==> config.mk <==
export PLATFORM = sky130hd
export DESIGN_NAME = pptc_fifo
export DESIGN_NICKNAME = d
export VERILOG_FILES = /design/src/rtl/core/pptc_pkg.sv /design/src/rtl/core/pptc_fifo.sv
export VERILOG_INCLUDE_DIRS = /design/src /design/src/rtl/core
export SDC_FILE = /design/constraint.sdc
export NUM_CORES = 1
export LEC_CHECK = 0
export ABC_CLOCK_PERIOD_IN_PS = 3850
export BUFFER_PORTS_ARGS = -buffer_cell sky130_fd_sc_hd__buf_2
export CAP_MARGIN = 20
export CORE_MARGIN = 10
export CORE_UTILIZATION = 55
export DETAILED_ROUTE_END_ITERATION = 16
export PLACE_DENSITY = 0.77
export SYNTH_ARGS = -nofsm -noshare
export SYNTH_HDL_FRONTEND = slang
export SYNTH_SLANG_ARGS = --single-unit
==> constraint.sdc <==
create_clock -name clk -period 3.85 [get_ports clk]
set_clock_uncertainty 0.05 [all_clocks]
set_input_delay 0.5775 -clock clk [delete_from_list [all_inputs] [get_ports clk]]
set_output_delay 0.5775 -clock clk [all_outputs]
set_load 0.01 [all_outputs]
==> src/rtl/core/pose_point_transform_core_macros.svh <==
// Assertion macros shared by the pose point transform RTL.
// Expects clk and arst_n in the scope of the including module.
`ifndef POSE_POINT_TRANSFORM_CORE_MACROS_SVH
`define POSE_POINT_TRANSFORM_CORE_MACROS_SVH

// same-cycle implication
`define PPTC_ASSERT_NOW(lbl, ante, cons, msg) \
	lbl: assert property (@(posedge clk) disable iff (!arst_n) (ante) |-> (cons)) \
	else $error(msg);

// next-cycle implication
`define PPTC_ASSERT_NEXT(lbl, ante, cons, msg) \
	lbl: assert property (@(posedge clk) disable iff (!arst_n) (ante) |=> (cons)) \
	else $error(msg);

`endif

==> src/rtl/core/pptc_pkg.sv <==
// Package for the pose point transform core: widths, constants, types,
// CORDIC arctangent table and coefficient helpers. No dependencies.
`timescale 1ns / 1ps
`default_nettype none
package pptc_pkg;

	localparam int COORD_W    = 32;
	localparam int ANGLE_W    = 16;
	localparam int COEF_FRAC  = 29;
	localparam int COEF_W     = COEF_FRAC + 2;
	localparam int ACC_W      = 64;
	localparam int Z_W        = 35;
	localparam int XY_W       = 34;
	localparam int MUL_W      = 2 * XY_W;
	localparam int Q_W        = 36;
	localparam int CFG_IDX_W  = 4;
	localparam int CFG_DATA_W = 32;
	localparam int FIFO_DEPTH = 4;
	localparam int PTR_W      = $clog2(FIFO_DEPTH);
	localparam int CNT_W      = $clog2(FIFO_DEPTH + 1);

	localparam logic [4:0] CORDIC_LAST = 5'd23;
	localparam logic [3:0] MAT_LAST    = 4'd14;

	localparam logic signed [Z_W-1:0] Q30_PI      = 35'sd3373259426;
	localparam logic signed [Z_W-1:0] Q30_HALF_PI = 35'sd1686629713;
	localparam logic signed [Z_W-1:0] Q30_TWO_PI  = 35'sd6746518852;
	localparam logic signed [XY_W-1:0] CORDIC_K   = 34'sh026DD3B6A;

	// sine/cosine store slots
	localparam logic [2:0] V_SR   = 3'd0;
	localparam logic [2:0] V_CR   = 3'd1;
	localparam logic [2:0] V_SP   = 3'd2;
	localparam logic [2:0] V_CP   = 3'd3;
	localparam logic [2:0] V_SY   = 3'd4;
	localparam logic [2:0] V_CY   = 3'd5;
	localparam logic [2:0] V_SRSP = 3'd6;
	localparam logic [2:0] V_CRSP = 3'd7;

	typedef enum logic [CFG_IDX_W-1:0] {
		REG_TRANS_X   = 4'd0,
		REG_TRANS_Y   = 4'd1,
		REG_TRANS_Z   = 4'd2,
		REG_ROLL      = 4'd3,
		REG_PITCH     = 4'd4,
		REG_YAW       = 4'd5,
		REG_ROT_ONLY  = 4'd6,
		REG_DIRECTION = 4'd7
	} cfg_reg_t;

	// coordinate 0 (x) in the lowest bits
	typedef logic [2:0][COORD_W-1:0] point_t;

	typedef struct packed {
		logic [2:0][2:0][COEF_W-1:0] w;
		logic [2:0][ACC_W-1:0]       off;
	} pose_t;

	typedef struct packed {
		logic [2:0] a;
		logic [2:0] b;
		logic       to_v;
		logic [3:0] dst;
		logic       first;
		logic       neg;
		logic       live;
	} mat_op_t;

	function automatic mat_op_t mk_op(input logic [2:0] a, input logic [2:0] b,
			input logic to_v, input logic [3:0] dst, input logic first, input logic neg);
		mat_op_t r;
		r.a     = a;
		r.b     = b;
		r.to_v  = to_v;
		r.dst   = dst;
		r.first = first;
		r.neg   = neg;
		r.live  = 1'b1;
		return r;
	endfunction

	// product schedule for the rotation matrix, q index = 3*row + col
	function automatic mat_op_t mat_op(input logic [3:0] st);
		mat_op_t r;
		case (st)
			4'd0:    r = mk_op(V_SR,   V_SP, 1'b1, 4'd6, 1'b0, 1'b0);
			4'd1:    r = mk_op(V_CR,   V_SP, 1'b1, 4'd7, 1'b0, 1'b0);
			4'd2:    r = mk_op(V_CP,   V_CY, 1'b0, 4'd0, 1'b1, 1'b0);
			4'd3:    r = mk_op(V_CP,   V_SY, 1'b0, 4'd1, 1'b1, 1'b1);
			4'd4:    r = mk_op(V_CR,   V_SY, 1'b0, 4'd3, 1'b1, 1'b0);
			4'd5:    r = mk_op(V_SRSP, V_CY, 1'b0, 4'd3, 1'b0, 1'b0);
			4'd6:    r = mk_op(V_CR,   V_CY, 1'b0, 4'd4, 1'b1, 1'b0);
			4'd7:    r = mk_op(V_SRSP, V_SY, 1'b0, 4'd4, 1'b0, 1'b1);
			4'd8:    r = mk_op(V_CP,   V_SR, 1'b0, 4'd5, 1'b1, 1'b1);
			4'd9:    r = mk_op(V_SR,   V_SY, 1'b0, 4'd6, 1'b1, 1'b0);
			4'd10:   r = mk_op(V_CRSP, V_CY, 1'b0, 4'd6, 1'b0, 1'b1);
			4'd11:   r = mk_op(V_SR,   V_CY, 1'b0, 4'd7, 1'b1, 1'b0);
			4'd12:   r = mk_op(V_CRSP, V_SY, 1'b0, 4'd7, 1'b0, 1'b0);
			4'd13:   r = mk_op(V_CR,   V_CP, 1'b0, 4'd8, 1'b1, 1'b0);
			default: begin
				r = mk_op(V_SP, V_SP, 1'b0, 4'd0, 1'b0, 1'b0);
				r.live = 1'b0;
			end
		endcase
		return r;
	endfunction

	function automatic logic signed [Z_W-1:0] atan_q30(input logic [4:0] i);
		logic signed [Z_W-1:0] r;
		case (i)
			5'd0:    r = 35'sh03243F6A8;
			5'd1:    r = 35'sh01DAC6705;
			5'd2:    r = 35'sh00FADBAFC;
			5'd3:    r = 35'sh007F56EA6;
			5'd4:    r = 35'sh003FEAB76;
			5'd5:    r = 35'sh001FFD55B;
			5'd6:    r = 35'sh000FFFAAA;
			5'd7:    r = 35'sh0007FFF55;
			5'd8:    r = 35'sh0003FFFEA;
			5'd9:    r = 35'sh0001FFFFD;
			5'd10:   r = 35'sh0000FFFFF;
			5'd11:   r = 35'sh00007FFFF;
			5'd12:   r = 35'sh00003FFFF;
			5'd13:   r = 35'sh00001FFFF;
			5'd14:   r = 35'sh00000FFFF;
			5'd15:   r = 35'sh000007FFF;
			5'd16:   r = 35'sh000003FFF;
			5'd17:   r = 35'sh000001FFF;
			5'd18:   r = 35'sh000000FFF;
			5'd19:   r = 35'sh0000007FF;
			5'd20:   r = 35'sh0000003FF;
			5'd21:   r = 35'sh0000001FF;
			5'd22:   r = 35'sh0000000FF;
			5'd23:   r = 35'sh00000007F;
			default: r = '0;
		endcase
		return r;
	endfunction

	// Q30 to Q29 with round half up, clamped to +-1.0
	function automatic logic signed [COEF_W-1:0] to_coef(input logic signed [Q_W-1:0] q);
		logic signed [Q_W-1:0] r;
		logic signed [Q_W-1:0] lim;
		lim = $signed(Q_W'(1)) <<< COEF_FRAC;
		r = (q + $signed(Q_W'(1))) >>> 1;
		if (r > lim)
			r = lim;
		if (r < -lim)
			r = -lim;
		return r[COEF_W-1:0];
	endfunction

endpackage
`default_nettype wire

==> src/rtl/core/pptc_fifo.sv <==
// Front queue of the pose point transform core: accepted points wait here.
// Depends on pptc_pkg.
`timescale 1ns / 1ps
`default_nettype none
`include "pose_point_transform_core_macros.svh"
module pptc_fifo import pptc_pkg::*; (
	input  wire logic   clk,
	input  wire logic   arst_n,
	input  wire logic   push,
	input  wire point_t din,
	input  wire logic   pop,
	output point_t      dout,
	output logic        empty,
	output logic        full
);

	point_t           mem_q [FIFO_DEPTH];
	logic [PTR_W-1:0] wr_q;
	logic [PTR_W-1:0] rd_q;
	logic [CNT_W-1:0] count_q;

	assign empty = (count_q == '0);
	assign full  = (count_q == CNT_W'(FIFO_DEPTH));
	assign dout  = mem_q[rd_q];

	always_ff @(posedge clk) begin
		if (push)
			mem_q[wr_q] <= din;
	end

	always_ff @(posedge clk or negedge arst_n) begin
		if (!arst_n) begin
			wr_q    <= '0;
			rd_q    <= '0;
			count_q <= '0;
		end else begin
			if (push)
				wr_q <= wr_q + PTR_W'(1);
			if (pop)
				rd_q <= rd_q + PTR_W'(1);
			count_q <= count_q + CNT_W'(push) - CNT_W'(pop);
		end
	end

	`PPTC_ASSERT_NEXT(a_fifo_count, 1'b1, count_q == $past(count_q) + CNT_W'($past(push)) - CNT_W'($past(pop)), "fifo count out of step")

endmodule
`default_nettype wire

==> summary.md, run 1 <==
| Metric | Value |
|---|---|
| Outcome | `finished clean` |
| Worst slew pin tran | `0.895 ns` |
| Via/cell ratio | `5.76` |
| Width of the die | `181 um` |
| Max IR drop VDD | `0.000517 V` |
| Routability cong. | `0.732` |
| Worst Setup SP | `rd_q[0]$_DFFE_PN0P_` |
| PostCTS Resize Cnt | `0` |
| Hold Crit Depth | `1` |
| R2r startpoint | `wr_q[1]$_DFFE_PN0P_` |
| Seq pwr share | `44.3%` |
| Layout area overhead | `19.5%` |
| Post-Route Setup TNS | `0 ns` |
| Final worst path period share | `81.4%` |
| Post-synth top area cell | `edfxtp_1` |
| Crit path launch type | `flop` |
| Layout cell share with drive strength beyond 1 | `46.6%` |
| Maxcap violations | `0` |
| Clock share of power | `29.1%` |
| Largest net degree at the start of global routing | `59` |
| Yosys top cell area share | `81.1%` |
| CTS buffer count | `39` |
| Leakage | `5.84 nW` |
| Drt initial violations | `452` |
| Crit-path cells | `buf_12 > mux4_2 > buf_2` |
| Core Region | `25300 um2` |
| Most numerous cell in the Yosys netlist | `edfxtp_1` |
| Routed Antenna Nets | `0` |
| PortBufs | `197` |
| Setup violators final | `0` |
| Routed WL per cell | `25.0 um` |
| Die Y | `181 um` |
| Clk Tree Root Cell | `clkbuf_16` |
| Via count of the routed design | `6458` |
| Residual DRC count | `0` |
| Logic pwr share | `26.5%` |
| Delay-heaviest family, CP | `flip-flops` |
| Row count | `58` |
| Type of the worst setup path | `flop to output port` |
| Pwr Density | `790 nW/um2` |
| Hpwl dp | `17.3 mm` |
| Reg clk slew, reported paths | `0.07 ns` |
| Synth Flop Type | `edfxtp_1` |
| Netlist Area Pre-Place | `14200 um2` |
| Sequential fraction of the synthesis area | `82.3%` |
| Worst path bufs/invs | `2` |
| RSZ-0062 raised after global routing | `no` |
| Critical Path Sink Type | `output port` |
| Psw | `3.75 mW` |
| Antenna violations before repair | `7` |
| Clock sink count | `391` |
| Worst r2r path cells | `4` |
| Cell variety after synth | `18` |
| Switching Share | `28.0%` |
| CP Depth | `3` |
| Synth cell count leaders | `384 x edfxtp_1, 96 x mux4_2, 12 x buf_2` |
| H-Tree Depth | `2` |
| Synthesized flop and latch total | `391` |
| Post-Syn Instances | `536` |
| Relative slew slack | `40.3%` |
| Fin. max-slew vios | `0` |
| WP data arrival | `2.51 ns` |
| Final hold vios | `0` |
| Total GRT Usage | `16.8%` |
| Die area | `32700 um2` |
| First-pass GRT wire length | `42.7 mm` |
| Syn. warnings | `0` |
| DR pass1 iterations | `7` |
| # Post-CTS Setup Buffers | `0` |
| Vias in the first global route | `6979` |
| I/O Pins | `198` |
| Fillers | `1570` |
| Crit path max-delay cell type | `dfrtp_4` |
| Clk_lat worst skew | `0.50 ns` |
| Synth async-reset ratio | `1.79%` |
| Flip-flop and latch area | `11700 um2` |
| CTS tree | `yes` |
| CP Max Fanout | `42` |
| Synth top area cells | `edfxtp_1 81%, mux4_2 15%, dfrtp_1 1.2%` |
| Synth Area per Inst | `26.5 um2` |
| Multi-input combinational cell area | `2360 um2` |
| Min-Delay Path Class | `primary input to flop` |
| Fmax | `319 MHz` |
| CTS Hold Bufs | `1` |
| Number of flops mapped to enable cells by yosys | `384` |
| Grt ovf | `0` |
| Fin nets | `869` |
| Post-synthesis net count | `643` |
| Req. time, crit path | `3.22 ns` |
| Final Core Density | `67.1%` |
| Internal cell power | `9.67 mW` |
| Clk buf depth | `3` |
| Routed WL | `28.0 mm` |
| Initial core utilization | `56.1%` |
| Largest stage delay on the critical path | `0.81 ns` |
| Hold path start | `din[53]` |
| Fin crit period | `3.13 ns` |
## metal layers
layer | track usage [%] | part of all wire, % | vias up
li1 | - | - | 2760
met1 | 20.9 | 39 | 3397
met2 | 28.8 | 52 | 251
met3 | 3.94 | 6.6 | 48
met4 | 5.18 | 2.8 | 2
met5 | 0 | 0.046 | -
## stage by stage
stage | power, mW | instance area [um2] | worst slack [ns] | hold slack [ns] | cells
2_1_floorplan | 8.28 | 14200 | 0.493 | 0.232 | 536
3_3_place_gp | 9.56 | 15600 | 1.21 | 0.390 | 1050
3_5_place_dp | 9.69 | 15600 | 1.19 | 0.390 | 1050
4_1_cts | 13.6 | 17000 | 0.644 | 0.207 | 1116
5_1_grt | 14.0 | 17000 | 0.540 | 0.214 | 1121
6_report | 13.4 | 17000 | 0.716 | 0.233 | 1121
## power by group through the flow
stage	Sequential (mW)	Combinational, mW	Clock, mW
2_1_floorplan	5.83	2.45	0
3_3_place_gp	5.97	3.59	0
3_5_place_dp	6.04	3.65	0
4_1_cts	5.96	3.68	3.98
5_1_grt	6.02	3.85	4.13
6_report	5.95	3.56	3.91
## cell type report
| type | instances | area share (%) |
|---|---|---|
| tap | 330 | 2.43 |
| inverter | 6 | 0.133 |
| antenna | 5 | 0.0736 |
| sequential | 391 | 68.9 |
| clock inverter | 19 | 1.70 |
| multi-input combinational | 117 | 13.9 |
| clock buffer | 46 | 6.15 |
| timing repair buffer | 207 | 6.70 |
## path summary, 6_finish.rpt
check / endpoint / slack, ns
hold / removal: mem_q[3][53]$_DFFE_PP_ / 0.23
max in group asynchronous: rd_q[1]$_DFFE_PN0P_ / 3.15
min in group asynchronous: count_q[2]$_DFF_PN0_ / 0.40
setup reg to reg: mem_q[0][41]$_DFFE_PP_ / 1.68
setup / recovery: dout[8] / 0.72
hold reg to reg: wr_q[0]$_DFFE_PN0P_ / 0.48
## registers in the layout, summed over array words and instances (netlist names)
register and flops:
mem_q 384, rd_q 2, count_q 3, wr_q 2
## cells by family (layout without fill, tap and decap cells)
family	after synthesis	count (layout)	share of synthesized area [%]
flops	391	391	82.3
fa+ha+maj	7	7	0.669
buf+inv	28	278	1.14
other cells	0	5	0
mux	96	96	15.2
xor+xnor	5	5	0.308
compound gates	1	1	0.0352
simple gates	8	8	0.308
## cells in the final DEF, fill, tap and decap left out
| master | count |
|---|---|
| and2_4 | 4 |
| and3_1 | 1 |
| buf_12 | 6 |
| buf_2 | 197 |
| buf_4 | 3 |
| bufinv_16 | 7 |
| clkbuf_1 | 5 |
| clkbuf_16 | 41 |
| clkinv_1 | 2 |
| clkinv_2 | 4 |
| clkinv_4 | 1 |
| clkinvlp_4 | 3 |
| dfrtp_1 | 5 |
| dfrtp_4 | 2 |
| diode_2 | 5 |
| dlygate4sd3_1 | 1 |
| edfxtp_1 | 384 |
| fa_1 | 1 |
| ha_1 | 6 |
| inv_1 | 6 |
| inv_6 | 1 |
| inv_8 | 1 |
| mux4_2 | 96 |
| nand2_1 | 2 |
| nor3_1 | 1 |
| o21ai_0 | 1 |
| xnor2_1 | 3 |
| xor2_1 | 2 |
## worst reg2reg max path, cell delays in order (launching register included)
cell	delay [ns]
dfrtp_1	0.41
inv_1	0.11
ha_1	0.16
and2_4	0.68
buf_4	0.43
No activity file was read; power rests on OpenSTA's default activity.
==> inputs of run 2 (changes only) <==
Settings changed: ABC_CLOCK_PERIOD_IN_PS 3850 to 3000.
Clock period 3.85 ns to 3 ns, I/O delays scaled along.
==> run 2 against run 1 <==
Net effect:
- non-clock buffer count up 10
- critical path depth stayed put
- final cell count up 1.6%
- count of clock-buffer cells in the layout is 3 lower
- register-to-register slack worse by 0.58 ns
- via count shrank 1.1%
- design area grew 0.86%
- global-route usage decreased by 0.45 points
- worst setup slack got worse by 0.49 ns
- critical endpoint is now dout[11]
==> summary.md, run 2 (same netlist as run 1, synthesis figures left out) <==
| Metric | Value |
|---|---|
| Outcome | `finished clean (unchanged)` |
| Max FFs per register | `384 (unchanged)` |
| Setup violators final | `0 (unchanged)` |
| Biggest regs | `mem_q (384), count_q (3) (unchanged)` |
| Hold path start | `din[48] (was din[53])` |
| Routability cong. | `0.739 (was 0.732)` |
| Clock share of power | `29.1% (about the same)` |
| Antenna violations before repair | `8 (was 7)` |
| Delay-heaviest family, CP | `flip-flops (unchanged)` |
| # Post-CTS Setup Buffers | `0 (unchanged)` |
| Worst slew pin tran | `0.647 ns (was 0.895 ns)` |
| Grt ovf | `0 (unchanged)` |
| CTS buffer count | `40 (was 39)` |
| Vias in the first global route | `6977 (was 6979)` |
| Reg clk slew, reported paths | `0.06 ns (was 0.07 ns)` |
| Multi-input combinational cell area | `2360 um2 (unchanged)` |
| Crit path launch type | `flop (unchanged)` |
| Fin crit period | `2.77 ns` |
| Flip-flop and latch area | `11700 um2 (unchanged)` |
| RSZ-0062 raised after global routing | `no (unchanged)` |
| DR pass1 iterations | `4 (was 7)` |
| Fin. max-slew vios | `0 (unchanged)` |
| H-Tree Depth | `2 (unchanged)` |
| Relative slew slack | `56.9% (was 40.3%)` |
| Psw | `4.82 mW (was 3.75 mW)` |
| Layout area overhead | `20.5% (was 19.5%)` |
| Clk Tree Root Cell | `clkbuf_16 (unchanged)` |
| Crit path max-delay cell type | `dfrtp_4 (unchanged)` |
| Maxcap violations | `0 (unchanged)` |
| Commonest non-fill, non-tap cell in the layout | `edfxtp_1 (unchanged)` |
| Min Hold Slack | `0.0987 ns (was 0.233 ns)` |
| Drt initial violations | `443 (was 452)` |
| Clock sink count | `391 (unchanged)` |
| I/O Pins | `198 (unchanged)` |
| Largest net degree at the start of global routing | `97 (was 59)` |
| Internal cell power | `12.5 mW (was 9.67 mW)` |
| Routed WL | `27.2 mm (was 28.0 mm)` |
| CP Max Fanout | `23 (was 42)` |
| Type of the worst setup path | `flop to output port (unchanged)` |
| WP data arrival | `2.27 ns (was 2.51 ns)` |
| CTS tree | `yes (unchanged)` |
| Row count | `58 (unchanged)` |
| Most flop-heavy register | `mem_q (unchanged)` |
| Critical Path Sink Type | `output port (unchanged)` |
| Max IR drop VDD | `0.000674 V (was 0.000517 V)` |
| Most frequent cells in the layout | `384 x edfxtp_1, 197 x buf_2, 96 x mux4_2 (unchanged)` |
| Worst path bufs/invs | `2 (unchanged)` |
| Die area | `32700 um2 (unchanged)` |
| Min-Delay Path Class | `primary input to flop (unchanged)` |
| Req. time, crit path | `2.50 ns (was 3.22 ns)` |
| Width of the die | `181 um (unchanged)` |
| DP Cell Count | `1060 (was 1050)` |
| Final instance area | `17100 um2 (was 17000 um2)` |
| Fillers | `1559 (was 1570)` |
| Leakage | `5.92 nW (was 5.84 nW)` |
| Layout cell share with drive strength beyond 1 | `47.3% (was 46.6%)` |
| Largest stage delay on the critical path | `0.75 ns (was 0.81 ns)` |
| Tot Pwr | `17.3 mW (was 13.4 mW)` |
| Fmax | `361 MHz` |
| Final hold vios | `0 (unchanged)` |
| Hpwl dp | `16.9 mm (was 17.3 mm)` |
| Seq pwr share | `43.1% (was 44.3%)` |
| Post-Route Setup TNS | `0 ns (unchanged)` |
| Setup ws final | `0.229 ns (was 0.716 ns)` |
| Via/cell ratio | `5.61 (was 5.76)` |
| Core Region | `25300 um2 (unchanged)` |
| PortBufs | `197 (unchanged)` |
| Final worst path period share | `92.4%` |
| Routed WL per cell | `23.9 um (was 25.0 um)` |
| Total GRT Usage | `16.4% (was 16.8%)` |
| PostCTS Resize Cnt | `0 (unchanged)` |
| R2r startpoint | `wr_q[0]$_DFFE_PN0P_ (was wr_q[1]$_DFFE_PN0P_)` |
| Die Y | `181 um (unchanged)` |
| Routed Antenna Nets | `0 (unchanged)` |
| Crit-path cells | `buf_12 > mux4_2 > buf_2 (unchanged)` |
| Via count of the routed design | `6385 (was 6458)` |
| Fin nets | `880 (was 869)` |
| Worst Setup SP | `rd_q[0]$_DFFE_PN0P_ (unchanged)` |
| Switching Share | `27.8% (was 28.0%)` |
| Cell Area, Placed | `15800 um2 (was 15600 um2)` |
| First-pass GRT wire length | `41.6 mm (was 42.7 mm)` |
| Pwr Density | `1010 nW/um2 (was 790 nW/um2)` |
| Clk buf depth | `3 (unchanged)` |
| Initial core utilization | `56.1% (unchanged)` |
| Logic pwr share | `27.8% (was 26.5%)` |
| Final Core Density | `67.7% (was 67.1%)` |
| DP Worst Slack | `0.695 ns (was 1.19 ns)` |
| Residual DRC count | `0 (unchanged)` |
| CTS Hold Bufs | `1 (unchanged)` |
| Post-Layout Cell Count | `1139 (was 1121)` |
| Clk_lat worst skew | `0.51 ns (was 0.50 ns)` |
[run 2: cell types whose count changed in the layout (fill, tap and decap cells not counted)]
cell | before | now
buf_12 | 6 | 9
diode_2 | 5 | 7
clkbuf_1 | 5 | 2
clkinv_4 | 1 | 2
clkinv_1 | 2 | 8
inv_6 | 1 | 3
clkinv_2 | 4 | 6
clkinvlp_4 | 3 | 2
inv_8 | 1 | 0
buf_4 | 3 | 10
[run 2: layout make-up]
cell class / count / share of cell area [%]
diodes: 7 / 0.102
inverters: 6 / 0.131
repair buffers: 217 / 7.30
flip-flops and latches: 391 / 68.3
clock buffers: 43 / 6.03
multi-input cells: 117 / 13.8
well taps: 330 / 2.41
clock inverters: 28 / 1.92
[run 2: layer usage]
layer	track usage [%]	routed length [um]	part of all wire [%]	vias up
met1	19.2	10200	38	3303
met3	3.90	1710	6.3	55
met5	0	20	0.074	-
li1	-	-	-	2794
met2	28.1	14300	53	231
met4	7.71	927	3.4	2
[run 2: path summary, 6_finish.rpt]
kind                       cells after the start                     end  slack (ns)
min                                            1  mem_q[3][48]$_DFFE_PP_         0.1
min in group asynchronous                      2    count_q[1]$_DFF_PN0_        0.26
max in group asynchronous                      2     rd_q[0]$_DFFE_PN0P_        2.45
max reg2reg                                    4  mem_q[0][23]$_DFFE_PP_        1.10
min reg2reg                                    1     wr_q[0]$_DFFE_PN0P_        0.48
max                                            3                dout[11]        0.23
[run 2: power groups by stage]
stage / combinational, mW / clock [mW] / sequential (mW)
after floorplan: 3.15 / 0 / 7.42
after global placement: 4.86 / 0 / 7.52
after detailed placement: 4.94 / 0 / 7.61
after CTS: 4.95 / 5.15 / 7.51
after global routing: 5.18 / 5.38 / 7.58
final: 4.82 / 5.04 / 7.48
==> inputs of run 3 (changes only) <==
Settings changed: GPL_TIMING_DRIVEN from default to 0.
==> run 3 against run 2 <==
Net effect:
- via count up 1.1%
- core utilization down 0.074 points
- sequential power down 1%
- global-route usage up 0.36 points
- power up 0.21%
- register-to-register slack worse by 0.18 ns
- highest routed layer unchanged
==> summary.md, run 3 (same netlist as run 1, synthesis figures left out) <==
| Metric | Value |
|---|---|
| Internal reg-to-reg setup slack | `0.92 ns (was 1.10 ns)` |
| CTS tree | `yes (unchanged)` |
| PortBufs | `197 (unchanged)` |
| Critical Path Sink Type | `output port (unchanged)` |
| Leakage | `5.93 nW (was 5.92 nW)` |
| DR pass1 iterations | `4 (unchanged)` |
| Core Region | `25300 um2 (unchanged)` |
| Post-Route Setup TNS | `0 ns (unchanged)` |
| Final hold vios | `0 (unchanged)` |
| RSZ-0062 raised after global routing | `no (unchanged)` |
| I/O Pins | `198 (unchanged)` |
| Pwr Density | `1020 nW/um2 (was 1010 nW/um2)` |
| DP Worst Slack | `0.776 ns (was 0.695 ns)` |
| Initial core utilization | `56.1% (unchanged)` |
| Residual DRC count | `0 (unchanged)` |
| Reg clk slew, reported paths | `0.06 ns (about the same)` |
| Max FFs per register | `384 (unchanged)` |
| Tot Pwr | `17.4 mW (was 17.3 mW)` |
| Most frequent cells in the layout | `384 x edfxtp_1, 209 x buf_2, 96 x mux4_2 (was 384 x edfxtp_1, 197 x buf_2, 96 x mux4_2)` |
| Crit path launch type | `flop (unchanged)` |
| Final worst path period share | `89.9% (was 92.4%)` |
| Maxcap violations | `0 (unchanged)` |
| Via count of the routed design | `6458 (was 6385)` |
| Layout cell share with drive strength beyond 1 | `46.3% (was 47.3%)` |
| Post-Layout Cell Count | `1139 (unchanged)` |
| Relative slew slack | `50.9% (was 56.9%)` |
| Row count | `58 (unchanged)` |
| CTS buffer count | `39 (was 40)` |
| Hold path start | `din[94] (was din[48])` |
| Routability cong. | `0.719 (was 0.739)` |
| Total GRT Usage | `16.8% (was 16.4%)` |
| Clk buf depth | `3 (unchanged)` |
| Clock sink count | `391 (unchanged)` |
| DP Cell Count | `1067 (was 1060)` |
| Type of the worst setup path | `flop to output port (unchanged)` |
| Die Y | `181 um (unchanged)` |
| Top Layer Used | `met5 (unchanged)` |
| Grt ovf | `0 (unchanged)` |
| Worst reg2reg endpoint | `mem_q[2][52]$_DFFE_PP_ (was mem_q[0][23]$_DFFE_PP_)` |
| Routed WL | `27.7 mm (was 27.2 mm)` |
| CP Max Fanout | `10 (was 23)` |
| Hpwl dp | `17.7 mm (was 16.9 mm)` |
| Met1 WL | `10.5 mm (was 10.2 mm)` |
| # Post-CTS Setup Buffers | `0 (unchanged)` |
| DR WL met2 | `14.9 mm (was 14.3 mm)` |
| Hold Crit Depth | `1 (unchanged)` |
| Fin. max-slew vios | `0 (unchanged)` |
| Setup violators final | `0 (unchanged)` |
| Final Core Density | `67.6% (was 67.7%)` |
| Commonest non-fill, non-tap cell in the layout | `edfxtp_1 (unchanged)` |
| Biggest regs | `mem_q (384), count_q (3) (unchanged)` |
| Outcome | `finished clean (unchanged)` |
| Setup ws final | `0.303 ns (was 0.229 ns)` |
| Antenna violations before repair | `4 (was 8)` |
| Fin crit period | `2.70 ns (was 2.77 ns)` |
| Largest net degree at the start of global routing | `56 (was 97)` |
| WP data arrival | `2.20 ns (was 2.27 ns)` |
| Via/cell ratio | `5.67 (was 5.61)` |
| DR WL met3 | `1.65 mm (was 1.71 mm)` |
| Max IR drop VDD | `0.000657 V (was 0.000674 V)` |
| Routed WL per cell | `24.3 um (was 23.9 um)` |
| Clk_lat worst skew | `0.51 ns (about the same)` |
| Width of the die | `181 um (unchanged)` |
| Die area | `32700 um2 (unchanged)` |
| Final instance area | `17100 um2 (about the same)` |
| Hold EP | `mem_q[0][94]$_DFFE_PP_ (was mem_q[3][48]$_DFFE_PP_)` |
| Req. time, crit path | `2.50 ns (about the same)` |
| Cell Area, Placed | `15700 um2 (was 15800 um2)` |
| Layout area overhead | `20.4% (was 20.5%)` |
| Fmax | `371 MHz (was 361 MHz)` |
| Worst slew pin tran | `0.736 ns (was 0.647 ns)` |
| R2r startpoint | `wr_q[0]$_DFFE_PN0P_ (unchanged)` |
| H-Tree Depth | `2 (unchanged)` |
| Worst r2r path cells | `4 (unchanged)` |
| First-pass GRT wire length | `42.4 mm (was 41.6 mm)` |
| Routed Antenna Nets | `0 (unchanged)` |
| Clk Tree Root Cell | `clkbuf_16 (unchanged)` |
| Fin nets | `886 (was 880)` |
| Min Hold Slack | `0.106 ns (was 0.0987 ns)` |
| Drt initial violations | `525 (was 443)` |
| Vias in the first global route | `6993 (was 6977)` |
| Most flop-heavy register | `mem_q (unchanged)` |
| Min-Delay Path Class | `primary input to flop (unchanged)` |
-- run 3: cell types whose count changed in the layout (fill, tap and decap cells not counted) --
cell        delta
clkinv_4       -2
dfrtp_1        +2
inv_6          -3
clkbuf_8       +5
clkinvlp_4     -2
dfrtp_4        -2
buf_6          +3
buf_4          -9
clkinv_2       -3
buf_12         -8
buf_2         +12
diode_2        -5
buf_16         +4
clkbuf_1       +8
-- run 3: final cells by class --
class | count | area (um2)
timing repair buffer | 202 | 1110
clock inverter | 18 | 255
tap | 330 | 413
buffer | 22 | 140
fill | 1561 | 8210
antenna | 2 | 5.00
multi-input combinational | 117 | 2360
sequential | 391 | 11700
clock buffer | 51 | 1110
inverter | 6 | 22.5
-- run 3: how the worst max path moves through the flow --
stage / start / end / slack [ns] / depth (start not counted)
4_1_cts: rd_q[1]$_DFFE_PN0P_ / dout[46] / 0.24 / 4
3_3_place_gp: push / mem_q[0][54]$_DFFE_PP_ / -0.08 / 2
6_report: rd_q[1]$_DFFE_PN0P_ / dout[84] / 0.30 / 5
3_5_place_dp: rd_q[1]$_DFFE_PN0P_ / dout[46] / 0.78 / 4
5_1_grt: rd_q[1]$_DFFE_PN0P_ / dout[84] / 0.16 / 5
2_1_floorplan: wr_q[0]$_DFFE_PN0P_ / mem_q[0][0]$_DFFE_PP_ / 0.70 / 3
-- run 3: power by group --
part | internal (mW) | total, mW | switching (mW)
clock network | 3.20 | 5.06 | 1.86
logic | 2.25 | 4.94 | 2.70
registers | 7.15 | 7.38 | 0.231
-- run 3: what timing repair did --
action	in CTS	in global routing
resized for setup	0	0
hold endpoints to repair	7	0
hold buffers	1	0
-- run 3: layer usage --
| metal | vias to the layer above | GRT usage [%] |
|---|---|---|
| met3 | 43 | 3.94 |
| met1 | 3405 | 20.5 |
| met4 | 4 | 5.81 |
| met2 | 203 | 28.7 |
| li1 | 2803 | - |
| met5 | - | 0 |
-- run 3: critical path, stage by stage, from the launching register on --
cell	delay [ns]
dfrtp_1	0.32
buf_2	0.20
buf_2	0.29
buf_2	0.34
mux4_2	0.37
buf_2	0.16
